$ cat config.mk
export PLATFORM = sky130hd
export DESIGN_NAME = cmh_div_stage
export DESIGN_NICKNAME = d
export VERILOG_FILES = /design/src/sv/cmh_pkg.sv /design/src/sv/cmh_div_stage.sv
export SDC_FILE = /design/constraint.sdc
export NUM_CORES = 1
export LEC_CHECK = 0
export BUFFER_PORTS_ARGS = -buffer_cell sky130_fd_sc_hd__buf_2
export CORE_AREA = 2 2 397 399
export DETAILED_ROUTE_END_ITERATION = 10
export DIE_AREA = 0 0 399 401
export PLACE_DENSITY_LB_ADDON = 0.25
export SLEW_MARGIN = 20
export SYNTH_ARGS = -nofsm -noshare
export SYNTH_HDL_FRONTEND = slang
export SYNTH_SLANG_ARGS = --single-unit
$ cat constraint.sdc
create_clock -name clock -period 3 [get_ports clock]
set_clock_uncertainty 0.2 [all_clocks]
set_input_delay 0 -clock clock [delete_from_list [all_inputs] [get_ports clock]]
set_output_delay 0 -clock clock [all_outputs]
set_load 0.005 [all_outputs]
$ cat src/sv/cmh_pkg.sv
// ----------------------------------------------------------------------------
// cmh_pkg - shared types and constants for the conformal map hit block
// Field widths, register indexes and the record that travels down the
// divider pipeline.
// ----------------------------------------------------------------------------
package cmh_pkg;

   localparam int COORD_W   = 16;   // hit and reference coordinates
   localparam int SIG_W     = 12;   // spreads
   localparam int OUT_W     = 26;   // map_u, map_v
   localparam int VAR_W     = 48;   // var_v
   localparam int FRAC_BITS = 24;   // fixed-point scale of u, v and variance

   localparam int ABS_W   = COORD_W + 1;       // |dx|, |dy|
   localparam int SQ_W    = 2 * ABS_W - 1;     // dx^2, dy^2, dx*dy
   localparam int R2_W    = SQ_W + 1;          // r2
   localparam int D_W     = 2 * R2_W - 1;      // r2^2
   localparam int SIG2_W  = 2 * SIG_W;         // sigma^2
   localparam int N_W     = D_W + SIG2_W;      // variance numerator
   localparam int REM_W   = R2_W + 1;          // u/v remainder, below 2*r2
   localparam int Q_UV_W  = FRAC_BITS + 1;     // u/v quotient magnitude
   localparam int UV_STEPS  = Q_UV_W;
   localparam int DIV_STEPS = VAR_W + 1;       // two chained divisions, offset by one

   localparam int CSR_IDX_W  = 2;
   localparam int CSR_DATA_W = COORD_W;

   // register indexes of the configuration port
   localparam logic [CSR_IDX_W-1:0] CSR_REF_X  = 2'd0;
   localparam logic [CSR_IDX_W-1:0] CSR_REF_Y  = 2'd1;
   localparam logic [CSR_IDX_W-1:0] CSR_ROTATE = 2'd2;

   typedef struct packed {
      logic                 deg;
      logic                 neg_u;
      logic                 neg_v;
      logic [R2_W-1:0]      r2;
      logic [D_W-1:0]       d;
      logic [FRAC_BITS-1:0] n_lo;    // low numerator bits still to feed
      logic [D_W-1:0]       rem1;    // numerator / r2^2
      logic                 q1b;     // quotient bit handed to the second division
      logic [D_W-1:0]       rem2;    // quotient / r2^2
      logic [VAR_W-1:0]     var_q;
      logic [Q_UV_W-1:0]    feed;    // low dividend bits of u and v
      logic [REM_W-1:0]     rem_u;
      logic [REM_W-1:0]     rem_v;
      logic [Q_UV_W-1:0]    q_u;
      logic [Q_UV_W-1:0]    q_v;
      logic [OUT_W-1:0]     map_u;
      logic [OUT_W-1:0]     map_v;
   } div_type;

endpackage

$ cat src/sv/cmh_div_stage.sv
// ----------------------------------------------------------------------------
// cmh_div_stage - one registered step of the divider pipeline
// Runs one restoring step of numerator / r2^2, one step of that quotient
// / r2^2 (one stage behind), and while STEP < UV_STEPS one step each of the
// rounded u and v divisions by 2*r2.
// ----------------------------------------------------------------------------
module cmh_div_stage #(
   parameter int STEP = 0
) (
   input  logic            clock,
   input  logic            reset,
   input  logic            adv,
   input  logic            in_valid,
   input  cmh_pkg::div_type in_st,
   output logic            out_valid_ff,
   output cmh_pkg::div_type out_st_ff
);
   import cmh_pkg::*;

   div_type            out_st_in;
   logic [D_W:0]       t1;
   logic [D_W:0]       t2;
   logic [D_W:0]       dd;
   logic [REM_W:0]     tu;
   logic [REM_W:0]     tv;
   logic [REM_W:0]     du;
   logic               g1;
   logic               g2;
   logic               gu;
   logic               gv;
   logic [Q_UV_W-1:0]  qu;
   logic [Q_UV_W-1:0]  qv;

   always_comb begin
      out_st_in = in_st;
      dd        = {1'b0, in_st.d};

      // first division: shift in the next numerator bit
      t1 = {in_st.rem1, in_st.n_lo[FRAC_BITS-1]};
      g1 = (t1 >= dd);
      out_st_in.n_lo = {in_st.n_lo[FRAC_BITS-2:0], 1'b0};
      out_st_in.rem1 = g1 ? D_W'(t1 - dd) : t1[D_W-1:0];
      out_st_in.q1b  = g1;

      // second division: consume the bit the previous stage produced
      t2 = {in_st.rem2, in_st.q1b};
      g2 = (t2 >= dd);
      out_st_in.rem2  = g2 ? D_W'(t2 - dd) : t2[D_W-1:0];
      out_st_in.var_q = {in_st.var_q[VAR_W-2:0], g2};

      // rounded u and v: (|dx| * 2^(F+1) + r2) / (2 * r2), likewise for |dy|
      du = {1'b0, in_st.r2, 1'b0};
      tu = {in_st.rem_u, in_st.feed[Q_UV_W-1]};
      tv = {in_st.rem_v, in_st.feed[Q_UV_W-1]};
      gu = (tu >= du);
      gv = (tv >= du);
      qu = {in_st.q_u[Q_UV_W-2:0], gu};
      qv = {in_st.q_v[Q_UV_W-2:0], gv};
      if (STEP < UV_STEPS) begin
         out_st_in.feed  = {in_st.feed[Q_UV_W-2:0], 1'b0};
         out_st_in.rem_u = gu ? REM_W'(tu - du) : tu[REM_W-1:0];
         out_st_in.rem_v = gv ? REM_W'(tv - du) : tv[REM_W-1:0];
         out_st_in.q_u   = qu;
         out_st_in.q_v   = qv;
      end

      // apply signs once the u and v quotients are complete
      if (STEP == UV_STEPS - 1) begin
         if (in_st.deg) begin
            out_st_in.map_u = '0;
            out_st_in.map_v = '0;
         end else begin
            out_st_in.map_u = in_st.neg_u ? OUT_W'(-{1'b0, qu}) : OUT_W'(qu);
            out_st_in.map_v = in_st.neg_v ? OUT_W'(-{1'b0, qv}) : OUT_W'(qv);
         end
      end

      // zero the variance of a hit on the reference point
      if (STEP == DIV_STEPS - 1 && in_st.deg) begin
         out_st_in.var_q = '0;
      end
   end

   // advance valid with the whole pipe
   always_ff @(posedge clock) begin
      if (reset) begin
         out_valid_ff <= 1'b0;
      end else if (adv) begin
         out_valid_ff <= in_valid;
      end
   end

   always_ff @(posedge clock) begin
      if (adv) begin
         out_st_ff <= out_st_in;
      end
   end

endmodule
==> results of run 1 <==
## synthesized netlist by cell type, types with 39 or more instances
| master | n |
|---|---|
| edfxtp_1 | 505 |
| nand2_1 | 317 |
| a21oi_1 | 252 |
| o21ai_0 | 252 |
| ha_1 | 202 |
| inv_1 | 157 |
| nor2_1 | 152 |
| a21o_1 | 110 |
| xnor2_1 | 106 |
| clkbuf_1 | 76 |
| xor2_1 | 70 |
| nand4_1 | 51 |
| o21bai_1 | 44 |
| nor3_1 | 41 |
| nand3_1 | 39 |
## power by group
group | switching [mW] | internal [mW] | total, mW
Sequential | 0.317 | 8.79 | 9.11
Combinational | 4.08 | 4.07 | 8.15
Clock | 3.58 | 4.99 | 8.57
## kinds of logic (layout without fill, tap and decap cells)
logic type               after synthesis  count (layout)  synth area share [%]
XOR/XNOR                             176             176                  5.25
multiplexers                          20              20                 0.759
AO/OA/AOI/OAI                        871             871                  18.3
AND/OR/NAND/NOR                      732             732                  11.5
other                                  1              34                0.0128
flip-flops                           506             506                  51.8
adder cells (fa/ha/maj)              206             206                  8.89
buffers and inverters                263            2956                  3.53
## layout make-up
type / count / area [um2]
Sequential cell: 506 / 15200
Inverter: 158 / 611
Antenna cell: 32 / 80.1
Multi-Input combinational cell: 2007 / 13800
Fill cell: 16000 / 101000
Clock buffer: 84 / 1780
Timing Repair Buffer: 2674 / 19900
Clock inverter: 40 / 518
Tap cell: 2058 / 2570
## sequential cells by signal, summed over array words and instances, names as in the netlist
signal / flops
out_valid_ff: 1
out_st_ff: 505
## cells in the final DEF (no fill, tap or decap), types with 9 or more instances in the layout
cell type / n
a211oi_1: 11
a211oi_2: 9
a21boi_0: 10
a21o_1: 109
a21oi_1: 234
a21oi_2: 17
a31oi_1: 19
and2_1: 15
and3_1: 20
buf_12: 19
buf_2: 1012
buf_4: 837
clkbuf_1: 15
clkbuf_16: 74
clkinv_1: 9
clkinv_2: 11
diode_2: 32
dlygate4sd3_1: 793
edfxtp_1: 505
ha_1: 185
ha_4: 13
inv_1: 146
mux2_2: 18
nand2_1: 315
nand2b_1: 15
nand3_1: 37
nand4_1: 51
nor2_1: 148
nor2b_1: 19
nor3_1: 38
o211ai_1: 13
o21a_1: 28
o21ai_0: 241
o21ai_1: 16
o21bai_1: 44
o31ai_1: 18
or3_1: 13
xnor2_1: 105
xor2_1: 70
## per-stage QoR
step / setup slack [ns] / total power [mW] / instance area, um2 / TNS (ns)
finish: 0.0482 / 25.8 / 54400 / 0
global route: -0.0650 / 27.1 / 54400 / -0.347
CTS: 0.00113 / 25.8 / 52800 / 0
detailed placement: -1.37 / 16.2 / 43200 / -142.25
global placement: -1.33 / 16.2 / 43200 / -141.36
floorplan: -0.108 / 11.9 / 29400 / -0.304
## per-layer routing
| metal | GRT usage, % | up-vias | share of wire (%) |
|---|---|---|---|
| met5 | 0 | - | 0.10 |
| met4 | 8.79 | 30 | 4.6 |
| met3 | 4.53 | 248 | 7.2 |
| met2 | 36.6 | 1029 | 50 |
| met1 | 23.0 | 15900 | 38 |
| li1 | - | 15700 | - |
## what timing repair did
action / in CTS / in global routing
buffers inserted: 1 / 15
cloned: 0 / 4
pin swaps: 1 / 44
hold buffers: 724 / 72
endpoints found under the hold margin: 968 / 138
setup endpoints to repair: 73 / 133
resized for setup: 15 / 130
## worst max-delay path by stage
stage	startpoint	end	slack, ns	depth (start not counted)
2_1_floorplan	in_st[403]	out_st_ff[374]	-0.11	15
3_3_place_gp	in_st[436]	out_st_ff[298]	-1.33	14
3_5_place_dp	in_st[436]	out_st_ff[298]	-1.37	14
4_1_cts	in_st[405]	out_st_ff[296]	0.001	19
5_1_grt	in_st[486]	out_st_ff[142]	-0.07	16
6_report	in_st[148]	out_st_ff[142]	0.05	15
==> results.ini, run 1 <==
[floorplan]
core-area_um2 = 156000
initial_core_util_pct = 18.8
pin_count = 1021
die-area_um2 = 160000
rows = 145
dieWidth_um = 399
die_y_um = 401

[worst_setup_path]
cpMostUsedCell = buf_4
r2r_setup_slack_ns = 1.65
cp_num_buf_inv = 5
r2r-end = out_valid_ff
rr_worst_depth = 3
critPathCaptureType = flop
cp-start-kind = input pin
r2r-start = out_valid_ff
path_cells = dlygate4sd3_1 > buf_2 > ha_1 > a21o_1 > a21o_1 > a21oi_2 > buf_4 > nand3_1 > nand2_2 > o31ai_2 > a211o_1 > nand3_4 > buf_4 > buf_4 > mux2_2
critPathTopFamily = buffers and inverters
slowest_stage = dlygate4sd3_1
cp_slowest_stage_delay_ns = 0.55
cp.arrival_ns = 3.17
cp.required_ns = 3.22
crit_fanout = 28
worstSetupPathType = input pin to flop

[global_route]
antenna_found_initial = 65
grt_pass1_wl_um = 235000
overflow = 0
track_usage_pct = 20.4
grt_max_degree = 66
first_global_vias = 33400

[sta]
final.period_utilization_pct = 98.4
drv_slew = 0
max_freq_mhz = 339
slew_headroom_pct = 55.6
rsz0062_at_grt = yes
tightest_slew_ns = 0.657
whs_ns = -0.670
period_needed_ns = 2.95
setup_violations = 0
timing_hold_violations_final = 94

[yosys]
yosysTopAreaCellShare_pct = 51.7
ys_ff_latch = 506
synth-async-reset-ratio_pct = 0
syn-cell-area_um2 = 29300
synth.area.top_cells = edfxtp_1 52%, ha_1 8.6%, a21oi_1 4.3%
synth_ff_type = edfxtp_1
ys_seq_area_share_pct = 51.8
synth-edff-count = 505
yosysWarningCount = 0
ys_types = 83
syn_inst = 2775
avgSynthCellArea_um2 = 10.6
synth_top_area_cell = edfxtp_1

[place]
portBuffers = 1015
gp_congestion = 0.921
dp_hpwl_um = 141000
placedCellCount = 6590

[drt]
ant_nets = 0
drcViolationCount = 0
routed_wirelength_um = 173000
viasPerCell = 4.34
post_drt_wl_per_cell_um = 22.8
vias = 32800
firstDrtPassIters = 5
drt_iter0_markers = 1726

[outcome]
status = complete, but fails checks
violations = negative hold slack

[cts]
clkTransAtPathRegs_ns = 0.06
clk_latency_ns = 0.66
cts_max_path_buffers = 3
clockRootBuffer = clkbuf_16
cts_made_buffers = 69
cts_tree = built
cts.sinks = 506
htreeDepth = 3

[final_layout]
fin_cells = 7559
layout-drive-gt1-share_pct = 39.1
syn2layout_area_growth_pct = 85.6
fin_util_pct = 35.0
final_net_count = 6134

[hold_path]
worstHoldStart = in_st[410]
min_to = out_st_ff[410]
worstHoldPathCells = 1
hp-class = input pin to flop

[power]
irDropWorstVdd_uv = 381
powerDensity_nw_per_um2 = 474
p_leak_nw = 24.2

[job]
max_cap_viol_count = 0

(Power assumes the default switching activity.)
==> run 2, diff against run 1 <==
Settings changed: CORE_AREA 2 2 397 399 to 2 2 392 394, DIE_AREA 0 0 399 401 to 0 0 394 396.
Clock period 3 ns to 3.2 ns, I/O delays scaled along.
==> run 2 against run 1 <==
Effect of this change: critical endpoint is now out_st_ff[281]; global-route usage about the same; sequential share of layout area increased by 0.42 points; non-clock buffer count decreased by 62; the run still ends with negative hold slack left; wire length decreased by 3.7%; power decreased by 6.3%.
==> results.ini, run 2 (synthesis results as in run 1) <==
[sta]
period_needed_ns = 3.16
tightest_slew_ns = 0.771  ; +0.114 ns
drv_slew = 0  ; unchanged
timing_hold_violations_final = 56  ; -40%
setup_violations = 0  ; unchanged
fin_tns_setup_ns = 0  ; unchanged
final.period_utilization_pct = 98.7
slew_headroom_pct = 48.0  ; -7.7 points
whs_ns = -0.691  ; -0.0208 ns
max_freq_mhz = 316

[drt]
drt_iter0_markers = 1826  ; +5.8%
vias = 32500  ; -0.95%
ant_nets = 0  ; unchanged
viasPerCell = 4.35  ; +0.20%
routed_wirelength_um = 166000  ; -3.7%
firstDrtPassIters = 6  ; +1
post_drt_wl_per_cell_um = 22.3  ; -2.6%
drcViolationCount = 0  ; unchanged

[power]
p_leak_nw = 23.8  ; -1.8%
power_mw = 24.2  ; -6.3%
powerDensity_nw_per_um2 = 451  ; -4.9%
irDropWorstVdd_uv = 348  ; -8.6%

[global_route]
busiest_layer = met2
antenna_found_initial = 56  ; -14%
track_usage_pct = 20.4  ; +0.029 points
overflow = 0  ; unchanged
grt_pass1_wl_um = 232000  ; -1.2%
grt_util_met2_pct = 36.3  ; -0.30 points
grt_use_met3_pct = 4.88  ; +0.34 points
grt_max_degree = 71  ; +7.6%
grt_use_met1_pct = 23.3  ; +0.36 points
first_global_vias = 33400  ; -0.28%

[floorplan]
initial_core_util_pct = 19.4  ; +0.51 points
rows = 143  ; -1.4%
pin_count = 1021  ; unchanged
die_y_um = 396  ; -1.2%
dieWidth_um = 394  ; -1.3%
core-area_um2 = 152000  ; -2.6%
die-area_um2 = 156000  ; -2.5%

[cts]
cts_max_path_buffers = 3  ; unchanged
clockRootBuffer = clkbuf_16
cts_tree = built
clkTransAtPathRegs_ns = 0.06  ; about the same
cts_made_buffers = 71  ; +2.9%
htreeDepth = 3  ; unchanged
cts.sinks = 506  ; unchanged
clk_latency_ns = 0.67  ; about the same

[worst_setup_path]
worstSetupPathType = input pin to flop
slowest_stage = dlygate4sd3_1
cp.arrival_ns = 3.37  ; +0.20 ns
crit_fanout = 25  ; -11%
cp-start-kind = input pin
path_cells = buf_2 > dlygate4sd3_1 > ha_1 > and4_1 > nand4_1 > nor4b_1 > buf_4 > nand3_1 > o31ai_2 > a21oi_1 > o21ai_2 > nor2_4 > buf_12 > o21ai_0
critPathCaptureType = flop
r2r_setup_slack_ns = 1.83  ; +0.18 ns
cp.required_ns = 3.41  ; +0.19 ns
cp_slowest_stage_delay_ns = 0.58  ; +0.03 ns

[final_layout]
fin_area_um2 = 53600  ; -1.5%
top_regs = out_st_ff (505), out_valid_ff (1)
top_register = out_st_ff
final_net_count = 6074  ; -0.98%
syn2layout_area_growth_pct = 82.9
fin_cells = 7472  ; -1.2%
final_cell_mix = 1014 x buf_2, 887 x dlygate4sd3_1, 693 x buf_4, 505 x edfxtp_1, 317 x nand2_1
mostFrequentLayoutCell = buf_2
largest_reg_flops = 505  ; unchanged
layout-drive-gt1-share_pct = 35.4  ; -3.7 points

[place]
portBuffers = 1015  ; unchanged
place_area_um2 = 42100  ; -2.6%
placedCellCount = 6425  ; -2.5%
dp_hpwl_um = 134000  ; -4.4%
gp_congestion = 0.918  ; -0.36%

[job]
max_cap_viol_count = 0  ; unchanged

[hold_path]
hp-class = input pin to flop

[outcome]
status = complete, but fails checks
violations = negative hold slack

-- run 2: changes by cell type in the layout (fill, tap and decap cells not counted), moves of 7 or more --
cell           delta
ha_1             +16
a21oi_1          +13
ha_4             -13
a21oi_2          -11
buf_4           -144
inv_1            +10
a211oi_1          +7
dlygate4sd3_1    +94
-- run 2: final timing paths --
kind              depth (start not counted)         start        endpoint
setup / recovery                         14    in_st[298]  out_st_ff[281]
hold / removal                            1    in_st[473]  out_st_ff[473]
setup reg to reg                          3  out_valid_ff    out_valid_ff
hold reg to reg                           3  out_valid_ff    out_valid_ff
-- run 2: final cells by class --
type                            count  area (um2)
Clock buffer                       85        1840
Fill cell                       15500       97900
Inverter                          158         593
Clock inverter                     42         586
Timing Repair Buffer             2612       19500
Antenna cell                       32        80.1
Tap cell                         2030        2540
Sequential cell                   506       15200
Multi-Input combinational cell   2007       13300
-- run 2: where the power goes --
part / switching (mW) / internal [mW] / leakage [nW]
combinational: 3.65 / 3.62 / 17.7
clock: 3.54 / 4.84 / 1.15
sequential: 0.306 / 8.24 / 4.95
total: 7.49 / 16.7 / 23.8
-- run 2: what timing repair did --
item,CTS,global route
pin swaps,0,10
resized for setup,2,48
buffers inserted,0,1
hold buffers,808,79
setup endpoints to repair,9,160
endpoints found under the hold margin,933,98
-- run 2: critical path, delay by kind of cell --
kind	cells	cell delay [ns]
AOI/OAI and AO/OA	4	1.07
adders and majority gates	1	0.30
and+or+nand+nor	5	0.94
buffers and inverters	4	1.05
-- run 2: layer usage --
metal	vias to the layer above	routed length [um]	share of wire (%)
met2	1121	82400	50
met5	-	111	0.067
met3	219	11200	6.7
met4	20	7620	4.6
met1	15600	65100	39
li1	15500	-	-
-- run 2: through the flow --
step / util [%] / setup slack, ns
2_1_floorplan: - / 0.0102
3_3_place_gp: 27.8 / -0.818
3_5_place_dp: 27.8 / -0.867
4_1_cts: 34.7 / 0.00181
5_1_grt: 35.4 / -0.0115
6_report: 35.4 / 0.0402
